[src/hdl/at_response_framer_top_macros.svh]
// assertion helpers for the response framer
`ifndef AT_RESPONSE_FRAMER_TOP_MACROS_SVH
`define AT_RESPONSE_FRAMER_TOP_MACROS_SVH

// same-cycle implication, checked out of reset
`define ARF_ASSERT_IMPL(lbl, ante, cons) \
  lbl: assert property (@(posedge clk_i) disable iff (!rst_ni) (ante) |-> (cons)) \
    else $error("assertion failed");

// next-cycle implication, checked out of reset
`define ARF_ASSERT_NEXT(lbl, ante, cons) \
  lbl: assert property (@(posedge clk_i) disable iff (!rst_ni) (ante) |=> (cons)) \
    else $error("assertion failed");

`endif

[src/hdl/arf_pkg.sv]
`timescale 1ns / 1ps
package arf_pkg;

  localparam int BUF_DEPTH  = 2048;
  localparam int ADDR_W     = $clog2(BUF_DEPTH);
  localparam int FILL_W     = ADDR_W;
  localparam logic [FILL_W-1:0] HOLD_MAX = FILL_W'(BUF_DEPTH - 1);
  localparam int TAIL_LEN   = 11;
  localparam int NUM_PREFIX = 6;
  localparam int LEN_W      = 11;
  localparam int IDX_W      = 11;

  localparam logic [7:0] CR = 8'h0D;
  localparam logic [7:0] LF = 8'h0A;

  typedef enum logic [1:0] {
    MODE_BYTE    = 2'd0,
    MODE_READ    = 2'd1,
    MODE_RELEASE = 2'd2
  } arf_mode_e;

  localparam logic [1:0] DROP_NONE    = 2'd0;
  localparam logic [1:0] DROP_WAITING = 2'd1;
  localparam logic [1:0] DROP_FULL    = 2'd2;

  localparam logic [2:0] EV_NONE     = 3'd0;
  localparam logic [2:0] EV_SEND     = 3'd1;
  localparam logic [2:0] EV_JOIN     = 3'd2;
  localparam logic [2:0] EV_BLE_CONN = 3'd3;
  localparam logic [2:0] EV_BLE_DISC = 3'd4;
  localparam logic [2:0] EV_BLE_IDC  = 3'd5;

  localparam logic [1:0] REPLY_NONE = 2'd0;
  localparam logic [1:0] REPLY_OK   = 2'd1;
  localparam logic [1:0] REPLY_ERR  = 2'd2;

  // prefix slots
  localparam int PFX_SEND = 0;
  localparam int PFX_JOIN = 1;
  localparam int PFX_IDC  = 2;
  localparam int PFX_CONN = 3;
  localparam int PFX_DISC = 4;
  localparam int PFX_ERR  = 5;

  localparam logic [7:0] PFX_TEXT [NUM_PREFIX][10] = '{
    '{"+", "S", "E", "N", "D", ":", 8'h00, 8'h00, 8'h00, 8'h00},
    '{"+", "J", "O", "I", "N", ":", 8'h00, 8'h00, 8'h00, 8'h00},
    '{"+", "B", "L", "E", "I", "D", "C", ":", 8'h00, 8'h00},
    '{"+", "B", "L", "E", "C", "O", "N", "N", 8'h0D, 8'h0A},
    '{"+", "B", "L", "E", "D", "I", "S", "C", 8'h0D, 8'h0A},
    '{"E", "R", "R", "O", "R", ":", 8'h00, 8'h00, 8'h00, 8'h00}
  };
  localparam logic [3:0] PFX_LEN [NUM_PREFIX] = '{4'd6, 4'd6, 4'd8, 4'd10, 4'd10, 4'd6};

  typedef struct packed {
    logic [1:0]       mode;
    logic [7:0]       rx_byte;
    logic [IDX_W-1:0] read_index;
  } arf_item_t;

  typedef struct packed {
    logic [FILL_W-1:0]            fill;
    logic                         waiting;
    logic [NUM_PREFIX-1:0]        flags;
    logic [TAIL_LEN-1:0][7:0]     tail;   // tail[0] oldest
  } arf_state_t;

  typedef struct packed {
    logic             accepted;
    logic [1:0]       drop_reason;
    logic [2:0]       event_kind;
    logic [1:0]       reply_kind;
    logic [LEN_W-1:0] reply_length;
    logic [7:0]       read_data;
  } arf_result_t;

  typedef struct packed {
    logic              en;
    logic [ADDR_W-1:0] addr;
    logic [7:0]        data;
  } arf_wr_t;

endpackage

[src/hdl/arf_step_logic.sv]
`timescale 1ns / 1ps
module arf_step_logic import arf_pkg::*; (
  input  arf_item_t   item_i,
  input  arf_state_t  state_i,
  input  logic [7:0]  mem_data_i,
  input  logic        byp_hit_i,
  input  logic [7:0]  byp_data_i,
  output arf_state_t  state_o,
  output arf_result_t result_o,
  output arf_wr_t     wr_o
);

  logic [FILL_W-1:0]        p;
  logic [FILL_W-1:0]        fc1;
  logic [FILL_W-1:0]        fc2;
  logic [NUM_PREFIX-1:0]    flags_n;
  logic [NUM_PREFIX-1:0]    hit;
  logic [TAIL_LEN-1:0][7:0] tail_n;
  logic                     crlf;
  logic [2:0]               ev;
  logic [1:0]               rk;
  logic                     ok_hit;
  logic                     err_hit;

  assign p = state_i.fill;

  always_comb begin
    flags_n = (p == '0) ? '1 : state_i.flags;
    for (int k = 0; k < NUM_PREFIX; k++) begin
      if (p < FILL_W'(PFX_LEN[k]) && item_i.rx_byte != PFX_TEXT[k][p[3:0]]) begin
        flags_n[k] = 1'b0;
      end
    end
  end

  assign tail_n = {item_i.rx_byte, state_i.tail[TAIL_LEN-1:1]};
  assign fc1    = p + FILL_W'(1);
  assign crlf   = tail_n[9] == CR && tail_n[10] == LF;

  always_comb begin
    for (int k = 0; k < NUM_PREFIX; k++) begin
      hit[k] = flags_n[k] && fc1 >= FILL_W'(PFX_LEN[k]);
    end
  end

  // line events take priority over reply detection
  always_comb begin
    ev = EV_NONE;
    if (fc1 > FILL_W'(2) && crlf) begin
      if (hit[PFX_SEND])                            ev = EV_SEND;
      else if (hit[PFX_JOIN])                       ev = EV_JOIN;
      else if (fc1 == FILL_W'(10) && hit[PFX_CONN]) ev = EV_BLE_CONN;
      else if (fc1 == FILL_W'(10) && hit[PFX_DISC]) ev = EV_BLE_DISC;
      else if (hit[PFX_IDC])                        ev = EV_BLE_IDC;
    end
  end

  assign fc2 = (ev != EV_NONE) ? '0 : fc1;

  assign ok_hit =
    (fc2 == FILL_W'(4) && tail_n[10:7] == {LF, CR, 8'("K"), 8'("O")}) ||
    (fc2 >= FILL_W'(6) && tail_n[10:5] == {LF, CR, 8'("K"), 8'("O"), LF, CR});
  assign err_hit = crlf &&
    ((fc2 == FILL_W'(9) && flags_n[PFX_ERR]) ||
     (fc2 >= FILL_W'(11) &&
      tail_n[7:0] == {8'(":"), 8'("R"), 8'("O"), 8'("R"), 8'("R"), 8'("E"), LF, CR}));
  assign rk = ok_hit ? REPLY_OK : (err_hit ? REPLY_ERR : REPLY_NONE);

  always_comb begin
    state_o  = state_i;
    result_o = '0;
    wr_o     = '0;
    wr_o.addr = p;
    wr_o.data = item_i.rx_byte;
    unique case (arf_mode_e'(item_i.mode))
      MODE_BYTE: begin
        if (state_i.waiting) begin
          result_o.drop_reason = DROP_WAITING;
        end else if (p >= HOLD_MAX) begin
          result_o.drop_reason = DROP_FULL;
        end else begin
          result_o.accepted   = 1'b1;
          result_o.event_kind = ev;
          result_o.reply_kind = rk;
          wr_o.en       = 1'b1;
          state_o.flags = flags_n;
          state_o.tail  = tail_n;
          // strip the trailing crlf of a finished reply
          state_o.fill  = (rk != REPLY_NONE) ? fc2 - FILL_W'(2) : fc2;
          if (rk != REPLY_NONE) begin
            state_o.waiting = 1'b1;
          end
        end
      end
      MODE_READ: begin
        if (32'(item_i.read_index) < 32'(p)) begin
          result_o.read_data = byp_hit_i ? byp_data_i : mem_data_i;
        end
      end
      MODE_RELEASE: begin
        state_o.waiting = 1'b0;
        state_o.fill    = '0;
      end
      default: begin
      end
    endcase
    result_o.reply_length = LEN_W'(state_o.fill);
  end

endmodule

[config.mk]
export PLATFORM = sky130hd
export DESIGN_NAME = arf_step_logic
export DESIGN_NICKNAME = d
export VERILOG_FILES = /design/src/hdl/at_response_framer_top_macros.svh /design/src/hdl/arf_pkg.sv /design/src/hdl/arf_step_logic.sv
export SDC_FILE = /design/constraint.sdc
export NUM_CORES = 1
export LEC_CHECK = 0
export CELL_PAD_IN_SITES_DETAIL_PLACEMENT = 1
export CELL_PAD_IN_SITES_GLOBAL_PLACEMENT = 1
export CORE_AREA = 2 2 114 116
export DETAILED_ROUTE_END_ITERATION = 16
export DIE_AREA = 0 0 116 118
export DONT_BUFFER_PORTS = 1
export PLACE_DENSITY_LB_ADDON = 0.05
export SYNTH_ARGS = -nofsm -noshare
export SYNTH_HDL_FRONTEND = slang
export SYNTH_SLANG_ARGS = --single-unit
[constraint.sdc]
create_clock -name vclk -period 9.7
set_input_delay 2.425 -clock vclk [all_inputs]
set_output_delay 2.425 -clock vclk [all_outputs]
set_load 0.05 [all_outputs]
Word-level counts from Yosys, hierarchy flattened

Memory sizes are Yosys's and may differ from the RTL's.
Cells that the tools add are included.

Mux-type cells: 45
Eq/ne operators: 16
Bitwise gates (word level): 1
$lt $le $gt $ge: 12
Add/sub/neg operators: 2
Reduce and logical (&&, ||, !) cells: 26

Operators by type and width:

| operator              | number |
|---|---|
| $mux 106              | 2 |
| $mux 8                | 16 |
| $mux 94               | 1 |
| $eq 64x62->1 const B  | 1 |
| $eq 48x44->1 const B  | 1 |
| $ne 8x8->1            | 6 |
| $ge 11x4->1 const B   | 3 |
| $eq 32x28->1 const B  | 1 |
| $pmux 12 s2           | 1 |
| $eq 11x4->1 const B   | 2 |
| $ge 11x3->1 const B   | 2 |
| $lt 11x4->1 const B   | 2 |
| $mux 11               | 2 |
| $logic_and 1x1->1     | 20 |
| $mux 3                | 6 |
| $eq 8x4->1 const B    | 2 |
| $add 11x1->11 const B | 1 |
| $eq 11x3->1 const B   | 1 |
| $ge 11x11->1 const B  | 1 |
| $gt 11x2->1 const B   | 1 |
| $logic_not 11->1      | 1 |
| $lt 11x11->1          | 1 |
| $lt 11x3->1 const B   | 1 |
| $sub 11x2->11 const B | 1 |
| 12 further kinds      | 26 |

Memories kept: 6
Bits of input ports: 144
Register bits: 0
Logic and storage cells: 108
ROM bits: 768

Memories:

| name            | words | width | read ports | clocked after Yosys merged registers in | write ports | line                 | source |
|---|---|---|---|---|---|---|---|
| (no name shown) | 16    | 8     | 1          | 0                                       | 0           | arf_step_logic.sv:30 | `if (p < FILL_W'(PFX_LEN[k]) && item_i.rx_byte != PFX_TEXT[k][p[3:0]]) begin` |
| (no name shown) | 16    | 8     | 1          | 0                                       | 0           | arf_step_logic.sv:30 |  |
| (no name shown) | 16    | 8     | 1          | 0                                       | 0           | arf_step_logic.sv:30 |  |
| (no name shown) | 16    | 8     | 1          | 0                                       | 0           | arf_step_logic.sv:30 |  |
| (no name shown) | 16    | 8     | 1          | 0                                       | 0           | arf_step_logic.sv:30 |  |
| (no name shown) | 16    | 8     | 1          | 0                                       | 0           | arf_step_logic.sv:30 |  |

Depth between registers and ports, before layout

Depth after elaboration: 27
Mapped depth: 26
Mapped depth without buffers: 22

Least setup slack after synthesis

Ideal clock, no wire load.

Path type: input to output
Start point: input state_i[96] (netlist bit)
End point: output state_o[101] (netlist bit)
Path slack: -0.575 ns
Stages: 26
Arrival: 7.850 ns
Path through: clkbuf_1 inv_1 ha_1 clkbuf_1 xor2_1 nor2_1 a311oi_1 a21oi_1 o31ai_1 o2111ai_1 a31o_1 buf_6 buf_6 and2_1 inv_1 ha_1 nor3_1 o22ai_1 nand2_1 a311o_1 o221ai_2 nand3_1 xor2_1 a21oi_1 o21ai_0 buf_4

RTL lines:

| item            | line                | source |
|---|---|---|
| start, declared | arf_step_logic.sv:4 | `input arf_state_t state_i,` |
| end, declared   | arf_step_logic.sv:8 | `output arf_state_t state_o,` |

Final worst setup path

Start point: input state_i[97] (netlist bit)
End point: output state_o[104] (netlist bit)

Word-level cells in the longest chain between the ends: 27
Elaborated cells on any way between the ends: 84

RTL lines:

| item                                                                   | line                 | source |
|---|---|---|
| parallel branches: the longest is 24 deep, another holds $add 11x1->11 | n/a                  |  |
| $mux 106 (*)                                                           | arf_step_logic.sv:79 | `end else if (p >= HOLD_MAX) begin` |
| $mux 106 (*)                                                           | arf_step_logic.sv:77 | `if (state_i.waiting) begin` |
| $pmux 12 s2 (*)                                                        | arf_step_logic.sv:75 | `unique case (arf_mode_e'(item_i.mode))` |

Every way passes the cells marked *. The select of a mux whose other input is x is not followed.

==> results.cfg <==
[min_path]
hp-class = in2out
min_from = item_i[12]
min_delay_path_depth = 0
holdPathEnd = wr_o[1]

[routing]
vias = 5624
antenna_left = 0
drc = 0
drtIter0Drc = 362
wl_per_cell_um = 21.04
dr.pass1.iters = 4
totalWireLength_um = 19630
viasPerCell = 6.028

[placed_design]
post-dp-hpwl_um = 15550
dp.cells = 933
io_buffers = 0
gp_congestion = 0.8930

[final_layout]
clock_buffers = 0
multi_input_comb_area_um2 = 4094
drive_above_1_share_pct = 7.753
n_sequential_cell = 0
final_cells = 933
fin_nets = 933
nFillCells = 1757
diodes = 0
syn_to_final_growth_pct = 1.349
seqCellArea_um2 = 0

[synth]
syn-cell-area_um2 = 4637
seq_area_frac_synth_pct = 0
synth_cells = 824
synth.distinct_cells = 78
yosysTopAreaCell = nand2_1
ys_warn_count = 0
syn_area_per_cell_um2 = 5.627
synth_fp_nets = 994
synth_top_area_share_pct = 24.85
synthTopCellsByArea = nand2_1 (25%), ha_1 (7.0%), buf_4 (5.2%)

[sta]
slew_headroom_pct = 32.51
grt_setup_unrepaired = no
finalCritPeriodShare_pct = 95.60
finalSetupViolations = 0
max_freq_ghz = 0.1078
hold_violations = 0
tightest_slew_ns = 1.012
drv_slew = 0
fin_tns_setup_ns = 0
finalCriticalPeriod_ns = 9.274

[global_route]
grt_pass1_wl_um = 30110
antenna_found_initial = 0
grt_pass1_vias = 5576
overflow = 0
grt_start_max_net_pins = 105
grt_usage_pct = 26.77

[pwr]
clkPwrFrac_pct = 0
switching_share_pct = 76.63
leakage_nw = 2.134
seq_power_share_pct = 0
p_int_mw = 0.07096
p_per_area_nw_per_um2 = 64.60
p_switching_mw = 0.2326
ir_worst_vdd_uv = 39.61
comb_power_share_pct = 100.0

[setup_path]
required_ns = 7.28
critPathMaxStageDelay_ns = 0.44
endpoint_kind = output pin
startpoint_type = primary input
worstPathArrival_ns = 6.85
crit_chain = ha_1 > nand4_1 > nor4_1 > or3_1 > nor3b_1 > buf_4 > o2111ai_1 > a31o_1 > and2_1 > inv_1 > ha_1 > nor3_1 > o22ai_1 > nand2_1 > and3_1 > o22ai_1 > nor2_1 > mux2i_2 > a31oi_1 > o211ai_1 > buf_4
worst-path-max-fanout = 44
critical_path_buf_inv_count = 3
cpMaxStageDelayCell = nor4_1
crit_family = simple AND/OR/NAND/NOR gates
path_class = in2out

[floorplanning]
ios = 297
die_h_um = 118
placementRows = 41
start_util_pct = 37.35
core-area_um2 = 12410
dieArea_um2 = 13690
die_w_um = 116

[run]
max-cap-violations = 0

[status]
status = completed

[clock_tree]
post_cts_buffers = 0
synth_stat cells (all sizes together), types with 6 or more instances:
cell    instances
a211oi          8
a21o            6
a21oi          24
a31oi           7
and2            9
and4b           6
buf            57
clkbuf         32
ha             26
inv            25
mux2i          18
nand2         307
nand2b         15
nand3          20
nand4           8
nor2           35
nor2b           7
nor3           23
nor4           14
nor4b           7
o21ai          40
or4             8
xnor2          22
xor2            6
cell families (layout without fill, tap and decap cells):
group           after synthesis  count (layout)  share of synthesized area [%]
compound gates              141             141                          20.48
buf+inv                     115              52                          13.03
xor+xnor                     28              28                          5.289
mux                          18              18                          3.966
simple gates                496             496                          50.22
fa+ha+maj                    26              26                          7.016
cells in the final DEF, fill, tap and decap left out, types with 7 or more instances in the layout:
cell type  netlist  final
nand2_1        307    306
nor2_1          34     34
o21ai_0         36     25
ha_1            26     25
a21oi_1         24     24
inv_1           24     23
nor3_1          23     22
xnor2_1         22     22
nand3_1         19     19
mux2i_1         17     17
buf_4           32     17
nand2b_1        15     15
nor4_1          14     14
o21ai_1          4      9
nand4_1          8      8
and2_1           8      8
or4_1            7      7
nor2b_1          7      7
a31oi_1          7      7
nor4b_1          7      7
buf_12           0      7
worst max path at each step:
| stage | start | cells after the start | to | slack (ns) |
|---|---|---|---|---|
| 6_report | state_i[97] | 21 | state_o[104] | 0.43 |
| 5_1_grt | state_i[96] | 22 | state_o[104] | 0.003 |
| 4_1_cts | state_i[95] | 22 | state_o[104] | 0.32 |
| 3_5_place_dp | state_i[95] | 22 | state_o[104] | 0.35 |
| 3_3_place_gp | state_i[95] | 22 | state_o[104] | 0.51 |
| 2_1_floorplan | state_i[96] | 26 | state_o[104] | 0.02 |
area by class of cell:
| class | instances | area share [%] |
|---|---|---|
| inverters | 26 | 2.130 |
| multi-input cells | 709 | 87.11 |
| well taps | 172 | 4.579 |
| repair buffers | 26 | 6.177 |
through the flow:
step / power (mW) / util (%) / area (um^2) / hold slack [ns] / setup WS, ns
after floorplan: 0.2957 / - / 4661 / 5.017 / 0.01590
after global placement: 0.2996 / 37.77 / 4690 / 4.850 / 0.5108
after detailed placement: 0.3026 / 37.77 / 4690 / 4.850 / 0.3522
after CTS: 0.3034 / 37.77 / 4690 / 4.850 / 0.3183
after global routing: 0.3230 / 37.86 / 4700 / 4.850 / 0.002656
final: 0.3036 / 37.86 / 4700 / 4.850 / 0.4265
timing repair:
| action | CTS | global route |
|---|---|---|
| setup endpoints to repair | 0 | 12 |
| resized for setup | 0 | 3 |
| endpoints found under the hold margin | 0 | 0 |
| hold buffers | 0 | 0 |
power by group through the flow:
stage | logic (mW) | registers (mW) | clock network [mW]
finish | 0.304 | 0 | 0
global route | 0.323 | 0 | 0
CTS | 0.303 | 0 | 0
detailed placement | 0.303 | 0 | 0
global placement | 0.300 | 0 | 0
floorplan | 0.296 | 0 | 0
per-layer routing:
layer  wire (um)  up-vias  global-route usage [%]
li1            -     2683                       -
met5           0        -                       0
met2        9538      244                   47.08
met4         290        0                   3.720
met3        1194       29                   2.420
met1        8603     2668                   35.94
Note: power is estimated with default switching activity, not from simulation.
